`src/design/national_id_check_and_age_gate_unit_assert.svh`:
```
// assertion macros for the identity number check unit
`ifndef NATIONAL_ID_CHECK_AND_AGE_GATE_UNIT_ASSERT_SVH
`define NATIONAL_ID_CHECK_AND_AGE_GATE_UNIT_ASSERT_SVH

`ifndef NO_ASSERTIONS
// same-cycle implication
`define NIDAG_ASSERT_IMPLIES(lbl, ck, rs, ante, cons) \
  lbl: assert property (@(posedge ck) disable iff (rs) (ante) |-> (cons)) \
    else $error("nidag assertion failed");
// next-cycle implication
`define NIDAG_ASSERT_NEXT(lbl, ck, rs, ante, cons) \
  lbl: assert property (@(posedge ck) disable iff (rs) (ante) |=> (cons)) \
    else $error("nidag assertion failed");
`else
`define NIDAG_ASSERT_IMPLIES(lbl, ck, rs, ante, cons)
`define NIDAG_ASSERT_NEXT(lbl, ck, rs, ante, cons)
`endif

`endif

```
`src/design/nidag_pkg.sv`:
```
// types, constants and helper functions of the identity number check unit
`default_nettype none

package nidag_pkg;

  // character codes
  localparam logic [7:0] CHAR_0  = 8'h30;
  localparam logic [7:0] CHAR_9  = 8'h39;
  localparam logic [7:0] CHAR_XU = 8'h58;
  localparam logic [7:0] CHAR_XL = 8'h78;

  // string positions
  localparam logic [4:0] LEN15_LAST = 5'd14;
  localparam logic [4:0] LEN18_LAST = 5'd17;
  localparam logic [4:0] SUM_LEN    = 5'd17;
  localparam logic [4:0] COUNT_SAT  = 5'd19;
  localparam logic [4:0] DATE_FIRST = 5'd6;
  localparam int unsigned DATE_DEPTH = 8;

  // configuration register indexes
  localparam logic [1:0] REG_YEAR_OFFSET = 2'd0;
  localparam logic [1:0] REG_MONTH       = 2'd1;
  localparam logic [1:0] REG_DAY         = 2'd2;

  localparam logic [7:0] YEAR_OFFSET_RESET = 8'd124;
  localparam logic [3:0] MONTH_RESET       = 4'd1;
  localparam logic [4:0] DAY_RESET         = 5'd1;

  typedef logic [3:0] digit_t;

  typedef struct packed {
    logic [7:0] year_off;
    logic [3:0] month;
    logic [4:0] day;
  } cur_date_t;

  // running state of the string being scanned
  typedef struct packed {
    logic [4:0] pos;
    logic       digits_ok;
    logic [3:0] sum_mod;
  } scan_state_t;

  function automatic logic is_digit(input logic [7:0] c);
    return (c >= CHAR_0) && (c <= CHAR_9);
  endfunction

  function automatic logic [3:0] weight(input logic [4:0] pos);
    logic [3:0] w;
    case (pos)
      5'd0:    w = 4'd7;
      5'd1:    w = 4'd9;
      5'd2:    w = 4'd10;
      5'd3:    w = 4'd5;
      5'd4:    w = 4'd8;
      5'd5:    w = 4'd4;
      5'd6:    w = 4'd2;
      5'd7:    w = 4'd1;
      5'd8:    w = 4'd6;
      5'd9:    w = 4'd3;
      5'd10:   w = 4'd7;
      5'd11:   w = 4'd9;
      5'd12:   w = 4'd10;
      5'd13:   w = 4'd5;
      5'd14:   w = 4'd8;
      5'd15:   w = 4'd4;
      5'd16:   w = 4'd2;
      default: w = 4'd0;
    endcase
    return w;
  endfunction

  // (s + dg * w) mod 11, s below 11; reciprocal multiply holds for sums up to 100
  function automatic logic [3:0] mod11_step(input logic [3:0] s, input digit_t dg,
                                            input logic [3:0] w);
    logic [6:0]  t;
    logic [14:0] prod;
    logic [3:0]  q;
    logic [6:0]  r;
    t    = 7'(s) + 7'(dg) * 7'(w);
    prod = 15'(t) * 15'd187;
    q    = prod[14:11];
    r    = t - 7'(q) * 7'd11;
    return r[3:0];
  endfunction

  // expected check character for a sum residue
  function automatic logic [7:0] check_char(input logic [3:0] s);
    logic [7:0] c;
    case (s)
      4'd0:    c = CHAR_0 + 8'd1;
      4'd1:    c = CHAR_0;
      4'd2:    c = CHAR_XU;
      4'd3:    c = CHAR_0 + 8'd9;
      4'd4:    c = CHAR_0 + 8'd8;
      4'd5:    c = CHAR_0 + 8'd7;
      4'd6:    c = CHAR_0 + 8'd6;
      4'd7:    c = CHAR_0 + 8'd5;
      4'd8:    c = CHAR_0 + 8'd4;
      4'd9:    c = CHAR_0 + 8'd3;
      4'd10:   c = CHAR_0 + 8'd2;
      default: c = 8'd0;
    endcase
    return c;
  endfunction

  function automatic logic [6:0] two_dig(input digit_t hi, input digit_t lo);
    return 7'(hi) * 7'd10 + 7'(lo);
  endfunction

endpackage

`default_nettype wire

```
`src/design/nidag_if.sv`:
```
// handshake channels of the identity number check unit
`default_nettype none

interface nidag_char_if;
  logic       valid;
  logic       ready;
  logic [7:0] char_code;
  logic       last_char;
  modport source (output valid, char_code, last_char, input ready);
  modport sink (input valid, char_code, last_char, output ready);
endinterface

interface nidag_res_if;
  logic valid;
  logic ready;
  logic valid_res;
  logic adult;
  modport source (output valid, valid_res, adult, input ready);
  modport sink (input valid, valid_res, adult, output ready);
endinterface

interface nidag_cfg_if;
  logic       valid;
  logic       ready;
  logic [1:0] index;
  logic [7:0] data;
  modport source (output valid, index, data, input ready);
  modport sink (input valid, index, data, output ready);
endinterface

`default_nettype wire

```
`src/design/nidag_eval.sv`:
```
// end-of-string evaluation: format, date, check character and age test
`default_nettype none

module nidag_eval import nidag_pkg::*; (
  input  scan_state_t                     scan,
  input  logic [7:0]                      char_code,
  input  logic [DATE_DEPTH-1:0][3:0]      date_dig,
  input  cur_date_t                       cur,
  output logic                            valid_res,
  output logic                            adult
);

  logic       all_dig;
  logic       is15;
  logic       is18;
  logic [6:0] hi2;
  logic [6:0] lo2;
  logic [6:0] m15;
  logic [6:0] d15;
  logic [6:0] m18;
  logic [6:0] d18;
  logic       yr18_ok;
  logic [7:0] want;
  logic       chk_ok;
  logic [7:0] by;
  logic [6:0] bm;
  logic [6:0] bd;
  logic       date_ok;
  logic [8:0] target;
  logic [8:0] cy;
  logic [6:0] cm;
  logic [6:0] cd;

  always_comb begin
    // the final character still counts toward the digit check below position 17
    all_dig = scan.digits_ok && ((scan.pos >= SUM_LEN) || is_digit(char_code));
    is15    = (scan.pos == LEN15_LAST);
    is18    = (scan.pos == LEN18_LAST);

    hi2 = two_dig(date_dig[0], date_dig[1]);
    lo2 = two_dig(date_dig[2], date_dig[3]);
    m15 = lo2;
    d15 = two_dig(date_dig[4], date_dig[5]);
    m18 = d15;
    d18 = two_dig(date_dig[6], date_dig[7]);

    // four-digit year 1900..2020
    yr18_ok = (hi2 == 7'd19) || ((hi2 == 7'd20) && (lo2 <= 7'd20));

    want   = check_char(scan.sum_mod);
    chk_ok = (want == CHAR_XU) ? ((char_code == CHAR_XU) || (char_code == CHAR_XL))
                               : (char_code == want);

    if (is18) begin
      by = (hi2 == 7'd19) ? 8'(lo2) : 8'(lo2) + 8'd100;
      bm = m18;
      bd = d18;
    end else begin
      by = 8'(hi2);
      bm = m15;
      bd = d15;
    end

    date_ok = (bm >= 7'd1) && (bm <= 7'd12) && (bd >= 7'd1) && (bd <= 7'd31);

    valid_res = all_dig && date_ok && (is15 || (is18 && yr18_ok && chk_ok));

    target = 9'(by) + 9'd18;
    cy     = 9'(cur.year_off);
    cm     = 7'(cur.month);
    cd     = 7'(cur.day);
    adult  = valid_res &&
             ((cy > target) || ((cy == target) && ((cm > bm) || ((cm == bm) && (cd >= bd)))));
  end

endmodule

`default_nettype wire

```
`src/design/national_id_check_and_age_gate_unit.sv`:
```
// top level of the identity number check and age gate unit
`default_nettype none

// Checks an identity number that arrives one character per transfer on
// char_in, with last_char marking the final character, and returns one
// result on res_out for each string: valid_res (15-digit or 18-digit form,
// birth date and, for 18 digits, the mod-11 check character all pass) and
// adult (holder is 18 or older on the date held in the configuration
// registers; always 0 for an invalid number). Throughput is one character
// per clock: each character updates the running scan state (position,
// digit flag, weighted sum mod 11, birth-date digits) in the cycle it is
// taken, and on the final character the evaluation logic fills the result
// register, so the result is offered the cycle after the last transfer.
// char_in.ready is low only while a result sits in the result register and
// res_out.ready is low. Configuration writes (index 0 year offset from 1900,
// 1 month, 2 day) are always taken and belong in idle periods.

module national_id_check_and_age_gate_unit import nidag_pkg::*; (
  input  logic           clk,
  input  logic           rst,
  nidag_char_if.sink     char_in,
  nidag_res_if.source    res_out,
  nidag_cfg_if.sink      cfg
);

`include "national_id_check_and_age_gate_unit_assert.svh"

  // running scan state
  scan_state_t                scan;
  scan_state_t                scan_next;
  logic [DATE_DEPTH-1:0][3:0] date_dig;

  // configured current date
  cur_date_t                  cur;

  // result register
  logic res_valid;
  logic res_valid_res;
  logic res_adult;

  logic char_xfer;
  logic eval_valid;
  logic eval_adult;
  logic c_is_digit;

  assign char_in.ready = !res_valid || res_out.ready;
  assign char_xfer     = char_in.valid && char_in.ready;
  assign c_is_digit    = is_digit(char_in.char_code);

  assign cfg.ready = 1'b1;

  assign res_out.valid     = res_valid;
  assign res_out.valid_res = res_valid_res;
  assign res_out.adult     = res_adult;

  nidag_eval u_eval (
    .scan      (scan),
    .char_code (char_in.char_code),
    .date_dig  (date_dig),
    .cur       (cur),
    .valid_res (eval_valid),
    .adult     (eval_adult)
  );

  // next scan state for one accepted character
  always_comb begin
    scan_next = scan;
    if (scan.pos < SUM_LEN) begin
      if (c_is_digit) begin
        scan_next.sum_mod = mod11_step(scan.sum_mod, char_in.char_code[3:0],
                                       weight(scan.pos));
      end else begin
        scan_next.digits_ok = 1'b0;
      end
    end
    if (char_in.last_char) begin
      // string done, start over
      scan_next.pos       = '0;
      scan_next.sum_mod   = '0;
      scan_next.digits_ok = 1'b1;
    end else if (scan.pos < COUNT_SAT) begin
      scan_next.pos = scan.pos + 5'd1;
    end
  end

  always_ff @(posedge clk) begin
    if (rst) begin
      scan.pos       <= '0;
      scan.sum_mod   <= '0;
      scan.digits_ok <= 1'b1;
    end else if (char_xfer) begin
      scan <= scan_next;
    end
  end

  // birth-date digits, positions 6..13; only the low nibble matters for digits
  always_ff @(posedge clk) begin
    if (char_xfer) begin
      for (int i = 0; i < DATE_DEPTH; i++) begin
        if (scan.pos == DATE_FIRST + 5'(i)) begin
          date_dig[i] <= char_in.char_code[3:0];
        end
      end
    end
  end

  // configuration registers
  always_ff @(posedge clk) begin
    if (rst) begin
      cur.year_off <= YEAR_OFFSET_RESET;
      cur.month    <= MONTH_RESET;
      cur.day      <= DAY_RESET;
    end else if (cfg.valid) begin
      case (cfg.index)
        REG_YEAR_OFFSET: cur.year_off <= cfg.data;
        REG_MONTH:       cur.month    <= cfg.data[3:0];
        REG_DAY:         cur.day      <= cfg.data[4:0];
        default: ;
      endcase
    end
  end

  // result register: loaded on the final character, freed by the sink
  always_ff @(posedge clk) begin
    if (rst) begin
      res_valid <= 1'b0;
    end else if (char_xfer && char_in.last_char) begin
      res_valid <= 1'b1;
    end else if (res_out.ready) begin
      res_valid <= 1'b0;
    end
  end

  always_ff @(posedge clk) begin
    if (char_xfer && char_in.last_char) begin
      res_valid_res <= eval_valid;
      res_adult     <= eval_adult;
    end
  end

  // checks
  `NIDAG_ASSERT_IMPLIES(a_adult_needs_valid, clk, rst, res_valid && res_adult, res_valid_res)
  `NIDAG_ASSERT_IMPLIES(a_pos_saturates, clk, rst, 1'b1, scan.pos <= COUNT_SAT)
  `NIDAG_ASSERT_NEXT(a_last_restarts, clk, rst, char_xfer && char_in.last_char, res_valid && (scan.pos == 5'd0) && scan.digits_ok && (scan.sum_mod == 4'd0))
  `NIDAG_ASSERT_IMPLIES(a_sum_residue, clk, rst, 1'b1, scan.sum_mod <= 4'd10)

endmodule

`default_nettype wire
```
`src/flat_wrapper.sv`:
```
// flat-port wrapper written by rule: the top's interface ports become plain ports
module national_id_check_and_age_gate_unit_flat import nidag_pkg::*;
  (clk, rst, char_in_valid, char_in_char_code, char_in_last_char, char_in_ready, res_out_valid, res_out_valid_res, res_out_adult, res_out_ready, cfg_valid, cfg_index, cfg_data, cfg_ready);
  nidag_char_if char_in_i ();
  nidag_res_if res_out_i ();
  nidag_cfg_if cfg_i ();
  input  logic clk;
  input  logic rst;
  input wire logic [$bits(char_in_i.valid)-1:0] char_in_valid;
  input wire logic [$bits(char_in_i.char_code)-1:0] char_in_char_code;
  input wire logic [$bits(char_in_i.last_char)-1:0] char_in_last_char;
  output wire logic [$bits(char_in_i.ready)-1:0] char_in_ready;
  output wire logic [$bits(res_out_i.valid)-1:0] res_out_valid;
  output wire logic [$bits(res_out_i.valid_res)-1:0] res_out_valid_res;
  output wire logic [$bits(res_out_i.adult)-1:0] res_out_adult;
  input wire logic [$bits(res_out_i.ready)-1:0] res_out_ready;
  input wire logic [$bits(cfg_i.valid)-1:0] cfg_valid;
  input wire logic [$bits(cfg_i.index)-1:0] cfg_index;
  input wire logic [$bits(cfg_i.data)-1:0] cfg_data;
  output wire logic [$bits(cfg_i.ready)-1:0] cfg_ready;
  assign char_in_i.valid = char_in_valid;
  assign char_in_i.char_code = char_in_char_code;
  assign char_in_i.last_char = char_in_last_char;
  assign char_in_ready = char_in_i.ready;
  assign res_out_valid = res_out_i.valid;
  assign res_out_valid_res = res_out_i.valid_res;
  assign res_out_adult = res_out_i.adult;
  assign res_out_i.ready = res_out_ready;
  assign cfg_i.valid = cfg_valid;
  assign cfg_i.index = cfg_index;
  assign cfg_i.data = cfg_data;
  assign cfg_ready = cfg_i.ready;
  national_id_check_and_age_gate_unit u_core (.clk(clk), .rst(rst), .char_in(char_in_i), .res_out(res_out_i), .cfg(cfg_i));
endmodule
```
`config.mk`:
```
export PLATFORM = sky130hd
export DESIGN_NAME = national_id_check_and_age_gate_unit_flat
export DESIGN_NICKNAME = d
export VERILOG_FILES = /design/src/design/nidag_pkg.sv /design/src/design/nidag_if.sv /design/src/design/nidag_eval.sv /design/src/design/national_id_check_and_age_gate_unit.sv /design/src/flat_wrapper.sv
export VERILOG_INCLUDE_DIRS = /design/src /design/src/design
export SDC_FILE = /design/constraint.sdc
export NUM_CORES = 1
export LEC_CHECK = 0
export BUFFER_PORTS_ARGS = -buffer_cell sky130_fd_sc_hd__buf_2
export CORE_MARGIN = 8
export CORE_UTILIZATION = 40
export CTS_CLUSTER_SIZE = 40
export DETAILED_ROUTE_END_ITERATION = 8
export PLACE_DENSITY = 0.6
export SYNTH_ARGS = -nofsm -noshare
export SYNTH_HDL_FRONTEND = slang
export SYNTH_SLANG_ARGS = --single-unit
```
`constraint.sdc`:
```
create_clock -name clk -period 10.75 [get_ports clk]
set_input_delay 1.075 -clock clk [delete_from_list [all_inputs] [get_ports clk]]
set_output_delay 1.075 -clock clk [all_outputs]
set_load 0.01 [all_outputs]
```
======== Yosys cells after proc, flatten, opt, wreduce, memory -nomap -nowiden ========
Memories as Yosys holds them, arrays and structs flattened. A register that Yosys moved wholly into a read port is not among the register bits.
Cells that the tools add are included.
cells by class
  order comparisons ....................... 13
  reduce and logical (&&, ||, !) cells .... 42
  equality and inequality tests ........... 21
  multipliers ............................. 7
  mux-type cells .......................... 19
  add/sub/neg operators ................... 9
operator list
  operator                                                                          count
  5-bit by 4-bit == test with 1-bit output, second input constant                   7
  5-bit 2-to-1 mux                                                                  6
  7-bit by 4-bit adder with 7-bit output                                            4
  8-bit by 7-bit == test with 1-bit output, second input constant                   3
  4-bit by 3-bit multiplier with 6-bit output, second input constant                4
  2-bit AND reduction                                                               12
  4-bit 2-to-1 mux                                                                  5
  8-bit 2-to-1 mux                                                                  2
  1-bit logical AND                                                                 15
  7-bit by 8-bit multiplier with 15-bit output, second input constant               1
  7-bit by 5-bit == test with 1-bit output, second input constant                   2
  7-bit by 1-bit >= comparator with 1-bit output, second input constant             2
  7-bit by 5-bit less-or-equal comparator with 1-bit output, second input constant  2
  7-bit 2-to-1 mux                                                                  2
  5-bit by 3-bit == test with 1-bit output, second input constant                   2
  5-bit less-than comparator, second input constant                                 2
  8-bit by 5-bit adder with 9-bit output, second input constant                     1
  8-bit by 9-bit == test with 1-bit output                                          1
  8-bit by 9-bit > comparator with 1-bit output                                     1
  7-bit by 7-bit adder with 8-bit output, second input constant                     1
  8-bit == test                                                                     1
  8-bit by 6-bit >= comparator with 1-bit output, second input constant             1
  8-bit by 6-bit less-or-equal comparator with 1-bit output, second input constant  1
  2-bit nonzero test                                                                4
  other kinds (19)                                                                  29
word-level totals
  flip-flop bits (word level) ............. 62
  logic and storage cells ................. 130
  bits in read-only memories .............. 240
  memories ................................ 2
memory list
  name              depth  bits a word  rd ports  clocked after memory_dff  wr ports  RTL line         text
  (name not given)  32     4            1         1                         0         nidag_pkg.sv:50  case (pos)
  (name not given)  16     7            1         1                         0         nidag_pkg.sv:90  case (s)

======== Longest topological paths before layout ========
  word-level depth ........................ 14
  gate-level depth with buffers ........... 40
  depth with buffers taken out ............ 40

======== By module ========
Synthesis repeated with hierarchy kept, for this count alone.
second synthesis, totals
  cell total of the unflattened synthesis .. 700
  area total of the unflattened synthesis .. 6785.3 µm²
modules (own cells, without submodules)
  module                               instances  area each (µm²)  cells each  sequential area each (µm²)
  national_id_check_and_age_gate_unit  1          4469.3           418         1661.6
  nidag_eval                           1          2316.0           282         0.0

======== Worst setup path before layout ========
Ideal clock, no wire load.
  kind .................................... input-to-reg
  start point ............................. in char_in_char_code[0]
  end point ............................... reg, netlist name u_core.u_eval.want[2]
  cell stages on the path ................. 36
  setup time .............................. 121 ps
  path slack .............................. 990 ps
  buffers on the path ..................... 0
  data required time ...................... 10629 ps
  arrival time ............................ 9639 ps
  path through ............................ nand2_1 fa_1 fa_1 fa_1 inv_1 ha_1 a21oi_1 o21bai_1 a21oi_1 xnor2_1 and2_1 nor2_1 ha_1 inv_1 fa_1 inv_1 fa_1 ha_1 ha_1 and4_1 nand2_1 o21ai_1 or3_1 and2_1 ha_1 inv_1 fa_1 ha_1 a21o_1 a21oi_1 xnor2_1 xnor2_2 xnor2_1 mux2_4 nor2_8 mux2_4
on the way
  word-level cells in the longest chain between the ends .. 10
  elaborated cells between the ends (all ways) .. 15
  classes of those cells .................. add/sub: 2; mul: 3; order compare: 2; mux: 5; reduce/logical: 3
RTL lines
  element                                       RTL line                                   text
  start, declared                               flat_wrapper.sv:10                         input wire logic [$bits(char_in_i.char_code)-1:0] char_in_char_code;
  4-bit by 4-bit multiplier with 7-bit output   nidag_pkg.sv:80                            t = 7'(s) + 7'(dg) * 7'(w);
  4-bit by 7-bit adder with 7-bit output        nidag_pkg.sv:80
  7-bit by 8-bit multiplier with 15-bit output  nidag_pkg.sv:81                            prod = 15'(t) * 15'd187;
  4-bit by 4-bit multiplier with 4-bit output   nidag_pkg.sv:83                            r = t - 7'(q) * 7'd11;
  4-bit subtractor                              nidag_pkg.sv:83
  4-bit 2-to-1 mux                              national_id_check_and_age_gate_unit.sv:69  if (c_is_digit) begin
  5-bit 2-to-1 mux                              national_id_check_and_age_gate_unit.sv:68  if (scan.pos < SUM_LEN) begin
  5-bit 2-to-1 mux                              national_id_check_and_age_gate_unit.sv:76  if (char_in.last_char) begin
  4-bit 2-to-1 mux (no line) (*) (2 in a row)   --
Every way passes the cells marked *; elsewhere a longest branch is shown, timed or not. The select of a mux whose other input is x is not followed.
A chain may end at the register's enable or synchronous reset.

======== Final worst setup path ========
  start point ............................. in char_in_char_code[0]
  end point ............................... reg, netlist name u_core.u_eval.want[2]
on the way
  word-level cells in the longest chain between the ends .. 10
  elaborated cells between the ends (all ways) .. 15
  classes of those cells .................. add/sub: 2; mul: 3; order compare: 2; mux: 5; reduce/logical: 3
RTL lines
  element                                       RTL line
  4-bit by 4-bit multiplier with 7-bit output   nidag_pkg.sv:80
  4-bit by 7-bit adder with 7-bit output        nidag_pkg.sv:80
  7-bit by 8-bit multiplier with 15-bit output  nidag_pkg.sv:81
  4-bit by 4-bit multiplier with 4-bit output   nidag_pkg.sv:83
  4-bit subtractor                              nidag_pkg.sv:83
  4-bit 2-to-1 mux                              national_id_check_and_age_gate_unit.sv:69
  5-bit 2-to-1 mux                              national_id_check_and_age_gate_unit.sv:68
  5-bit 2-to-1 mux                              national_id_check_and_age_gate_unit.sv:76
  4-bit 2-to-1 mux (no line) (*) (2 in a row)   --
Marked as above.

==> impl_results.html <==
<table>
<tr><th>Metric</th><th>Value</th></tr>
<tr><th colspan="2">Outcome</th></tr>
<tr><td>Outcome</td><td>finished, final reports clean</td></tr>
<tr><th colspan="2">Timing</th></tr>
<tr><td>Worst clock skew</td><td>about 4.3 ps</td></tr>
<tr><td>Worst hold slack</td><td>just over 500 ps</td></tr>
<tr><td>Final hold violation count</td><td>0</td></tr>
<tr><td>Achievable clock frequency</td><td>about 100 MHz</td></tr>
<tr><td>Min cycle time layout</td><td>roughly 10000 ps</td></tr>
<tr><td>Worst slew slack as a fraction of its limit</td><td>49.9%</td></tr>
<tr><td>Unrepaired setup endpoints after global routing</td><td>false</td></tr>
<tr><td>Worst Tran Pin Value</td><td>around 750 ps</td></tr>
<tr><td>Post-route setup TNS</td><td>0 ps</td></tr>
<tr><td>Fin crit share</td><td>approximately 93%</td></tr>
<tr><td>Number of setup violations in the final report</td><td>0</td></tr>
<tr><td>Max-slew violation total from the final report</td><td>0</td></tr>
<tr><th colspan="2">Logic synthesis</th></tr>
<tr><td>Post-synthesis share of cell area spent on xor and xnor gates</td><td>6.61%</td></tr>
<tr><td>Main combinational cell family by area after synthesis</td><td>adder cells</td></tr>
<tr><td>Flop and latch count out of synthesis</td><td>73</td></tr>
<tr><td>Dominant register cell in the synthesized netlist</td><td>sky130_fd_sc_hd__dfxtp_1</td></tr>
<tr><td>Synth Area in Adders</td><td>29.6%</td></tr>
<tr><td>Proportion of synthesized chip area in sequential cells</td><td>a little over a quarter</td></tr>
<tr><td>Gate Count Post-Synth</td><td>707</td></tr>
<tr><td>Complex-gate fraction of the synthesized area</td><td>approximately an eighth</td></tr>
<tr><td>Synth warnings</td><td>0</td></tr>
<tr><td>Leading cell types by total area after synthesis</td><td>sky130_fd_sc_hd__ha_1 (20%), sky130_fd_sc_hd__edfxtp_1 (15%), sky130_fd_sc_hd__dfxtp_1 (12%)</td></tr>
<tr><td>Post-synth top area share</td><td>approximately a fifth</td></tr>
<tr><td>Mux cell area share after synthesis</td><td>around 3.4%</td></tr>
<tr><td>Post-Syn Nets</td><td>~870</td></tr>
<tr><td>Post-Syn Area</td><td>roughly 0.0067 mm2</td></tr>
<tr><td>Cell type with the largest total area after synthesis</td><td>sky130_fd_sc_hd__ha_1</td></tr>
<tr><td>Number of enable flip-flop cells after synthesis</td><td>34</td></tr>
<tr><td>Simple-gate share of the synthesized area</td><td>between 15 and 20%</td></tr>
<tr><td>Number of distinct library cells after synthesis</td><td>69</td></tr>
<tr><td>Share of synthesized flip-flops with an asynchronous set or reset</td><td>0%</td></tr>
<tr><td>Post-synthesis area per instance</td><td>between 9 and 10 um2</td></tr>
<tr><th colspan="2">Floorplanning</th></tr>
<tr><td>Initial Util</td><td>between 40 and 50%</td></tr>
<tr><td>Total Die Area</td><td>between 0.02 and 0.025 mm2</td></tr>
<tr><td>Core area</td><td>0.0165 mm2</td></tr>
<tr><td>Floorplan die height</td><td>between 100 and 150 um</td></tr>
<tr><td>Row Count</td><td>47</td></tr>
<tr><td>I/O Pins</td><td>29</td></tr>
<tr><td>Die X-Extent</td><td>between 100 and 150 um</td></tr>
<tr><th colspan="2">Global routing</th></tr>
<tr><td>Global-route congestion overflow total</td><td>0</td></tr>
<tr><td>Number of global-route vias before repair</td><td>between 5,000 and 6,000</td></tr>
<tr><td>Largest net degree at the start of global routing</td><td>40</td></tr>
<tr><td>Gr usage total</td><td>~14%</td></tr>
<tr><td>Global-route wire length before repair</td><td>24,900 um</td></tr>
<tr><td>Initial antenna violation count</td><td>0</td></tr>
<tr><th colspan="2">Drt</th></tr>
<tr><td>Total wire length after detailed routing</td><td>roughly 15,000 um</td></tr>
<tr><td>Number of vias in the routed layout</td><td>approximately 5,000</td></tr>
<tr><td>Starting DRT DRC Count</td><td>218</td></tr>
<tr><td>Remaining antenna violation count</td><td>0</td></tr>
<tr><td>1st-pass router iterations</td><td>4</td></tr>
<tr><td>DRC errors left</td><td>0</td></tr>
<tr><td>DR vias/cell</td><td>5.22</td></tr>
<tr><td>Routed wirelength normalized by instance count</td><td>around 15 um</td></tr>
<tr><th colspan="2">Finish</th></tr>
<tr><td>Share of cells above drive strength 1</td><td>9.40%</td></tr>
<tr><td>Multi-input logic area</td><td>0.00460 mm2</td></tr>
<tr><td>Signed area change from the synthesized netlist to the final layout</td><td>11.0%</td></tr>
<tr><td>Final-stage net count</td><td>approximately 910</td></tr>
<tr><td>Antenna cell count</td><td>0</td></tr>
<tr><td>Filler Cells Inserted</td><td>1,555</td></tr>
<tr><td>Post-layout instance area</td><td>around 0.0075 mm2</td></tr>
<tr><td>Register Area</td><td>about 0.0018 mm2</td></tr>
<tr><th colspan="2">Setup path</th></tr>
<tr><td>Critical Path Sink Type</td><td>register</td></tr>
<tr><td>CP Max Fanout</td><td>7</td></tr>
<tr><td>Crit path launch type</td><td>input port</td></tr>
<tr><td>Type of the worst setup path</td><td>in2reg</td></tr>
<tr><td>Crit path largest cell delay</td><td>between 500 and 600 ps</td></tr>
<tr><td>Slowest library cell on the worst path</td><td>sky130_fd_sc_hd__fa_1</td></tr>
<tr><td>Data arrival at the endpoint of the critical path</td><td>slightly above 10,000 ps</td></tr>
<tr><td>Endpoint required time on the critical path</td><td>about 11,000 ps</td></tr>
<tr><th colspan="2">Clock tree</th></tr>
<tr><td># clock sinks</td><td>73</td></tr>
<tr><td>Clk root buf</td><td>sky130_fd_sc_hd__clkbuf_16</td></tr>
<tr><td>Setup repair bufs after CTS</td><td>0</td></tr>
<tr><td>Clk slew on worst S/H paths</td><td>approximately 60 ps</td></tr>
<tr><td>TritonCTS buffer count</td><td>9</td></tr>
<tr><td>TritonCTS clock tree</td><td>yes</td></tr>
<tr><td>H-Tree Level Count</td><td>3</td></tr>
<tr><td>Clock network latency to the later pin of the worst-skew pair</td><td>approximately 340 ps</td></tr>
<tr><td>Longest Clk Path Bufs</td><td>2</td></tr>
<tr><th colspan="2">Place</th></tr>
<tr><td>HPWL after DPL</td><td>between 10,000 and 15,000 um</td></tr>
<tr><td>DP Area</td><td>roughly 0.0071 mm2</td></tr>
<tr><td>Port bufs</td><td>27</td></tr>
<tr><td>Global placement routability congestion</td><td>roughly 0.83</td></tr>
<tr><th colspan="2">Flow run</th></tr>
<tr><td>MaxCap Viol Count</td><td>0</td></tr>
<tr><th colspan="2">Min path</th></tr>
<tr><td>Worst hold path type</td><td>reg2reg</td></tr>
</table>
[final cells by class]
| class | count | share of cell area [%] |
|---|---|---|
| tap | 220 | 3.68 |
| inverter | 79 | 3.96 |
| sequential | 73 | 24.1 |
| clock buffer | 9 | 3.01 |
| multi-input combinational | 544 | 61.5 |
| clock inverter | 7 | 1.35 |
| timing repair buffer | 33 | 2.41 |
[critical path, delay by kind of cell]
family / cells / cell delay [ps]
compound gates: 6 / 1010
simple gates: 8 / 1540
fa+ha+maj: 12 / 4860
xor+xnor: 4 / 710
mux: 2 / 660
buf+inv: 5 / 330
[registers in the layout, summed over array words and instances (netlist names), named ones only]
name	flops
u_core.date_dig	32
u_core.cur	17
u_core.scan	10
u_core.u_eval.want	7
u_core.res_out.adult	1
u_core.res_out.valid	1
u_core.res_out.valid_res	1
[what timing repair did]
| item | in CTS | in global routing |
|---|---|---|
| resized for setup | 0 | 2 |
| hold buffers | 0 | 0 |
| endpoints found under the setup margin | 0 | 3 |
[path summary, 6_finish.rpt]
check | from | endpoint | slack [ps] | cells after the start
setup / recovery | char_in_char_code[0] | u_core.u_eval.want[2] | 770 | 37
hold / removal | u_core.scan[4] | u_core.scan[4] | 520 | 2
setup reg to reg | register | u_core.u_eval.want[2] | 1250 | 36
hold reg to reg | u_core.scan[4] | u_core.scan[4] | 520 | 2
[logic make-up after synthesis]
kind of cell / Yosys count
XOR/XNOR: 50
buffers and inverters: 90
other: 1
AO/OA/AOI/OAI: 124
multiplexers: 22
adder cells (fa/ha/maj): 141
AND/OR/NAND/NOR: 206
flip-flops: 73
[placed cells by master (no fill, tap or decap), types with 27 or more instances in the layout]
master                     synthesis  final
sky130_fd_sc_hd__ha_1            110    110
sky130_fd_sc_hd__a21oi_1          40     40
sky130_fd_sc_hd__edfxtp_1         34     34
sky130_fd_sc_hd__dfxtp_1          39     39
sky130_fd_sc_hd__xnor2_1          28     27
sky130_fd_sc_hd__buf_2             3     27
sky130_fd_sc_hd__fa_1             31     31
sky130_fd_sc_hd__nor2_1           52     52
sky130_fd_sc_hd__inv_1            79     79
sky130_fd_sc_hd__nand2_1          48     48
[metal layers]
| layer | up-vias | part of all wire (%) | global-route usage (%) | routed length (um) |
|---|---|---|---|---|
| met5 | - | 0 | 0 | 0 |
| met2 | 70 | 53 | 27.3 | 7920 |
| met3 | 10 | 2.9 | 2.05 | 432 |
| li1 | 2531 | - | - | - |
| met1 | 2428 | 43 | 15.8 | 6370 |
| met4 | 0 | 1.1 | 5.00 | 171 |
[synth_stat cells, types with 3 or more instances]
library cell and number:
sky130_fd_sc_hd__a211o_1 7, sky130_fd_sc_hd__a21o_1 13, sky130_fd_sc_hd__a21oi_1 40, sky130_fd_sc_hd__a31oi_1 3
sky130_fd_sc_hd__and2_1 16, sky130_fd_sc_hd__buf_2 3, sky130_fd_sc_hd__clkbuf_1 7, sky130_fd_sc_hd__dfxtp_1 39
sky130_fd_sc_hd__edfxtp_1 34, sky130_fd_sc_hd__fa_1 31, sky130_fd_sc_hd__ha_1 110, sky130_fd_sc_hd__inv_1 79
sky130_fd_sc_hd__mux2i_1 19, sky130_fd_sc_hd__nand2_1 48, sky130_fd_sc_hd__nand2b_1 12, sky130_fd_sc_hd__nand3_1 11
sky130_fd_sc_hd__nand3b_1 7, sky130_fd_sc_hd__nand4_1 8, sky130_fd_sc_hd__nor2_1 52, sky130_fd_sc_hd__nor2b_1 14
sky130_fd_sc_hd__nor3_1 8, sky130_fd_sc_hd__nor4_1 3, sky130_fd_sc_hd__o21a_1 8, sky130_fd_sc_hd__o21ai_0 21
sky130_fd_sc_hd__o21ai_1 3, sky130_fd_sc_hd__o221ai_1 4, sky130_fd_sc_hd__o22ai_1 5, sky130_fd_sc_hd__or2_2 3
sky130_fd_sc_hd__or3_1 4, sky130_fd_sc_hd__xnor2_1 28, sky130_fd_sc_hd__xor2_1 21
[stage by stage]
stage / worst slack [ps] / util [%] / instances
6_report: 771 / 45.3 / 965
5_1_grt: 72.7 / 45.3 / 965
2_1_floorplan: 990 / - / 707
4_1_cts: 615 / 45.2 / 965
3_5_place_dp: 236 / 43.3 / 949
3_3_place_gp: 549 / 43.3 / 949
Power is not shown: default switching activity piles up to over one toggle a cycle in this logic, so the estimate is an artifact.
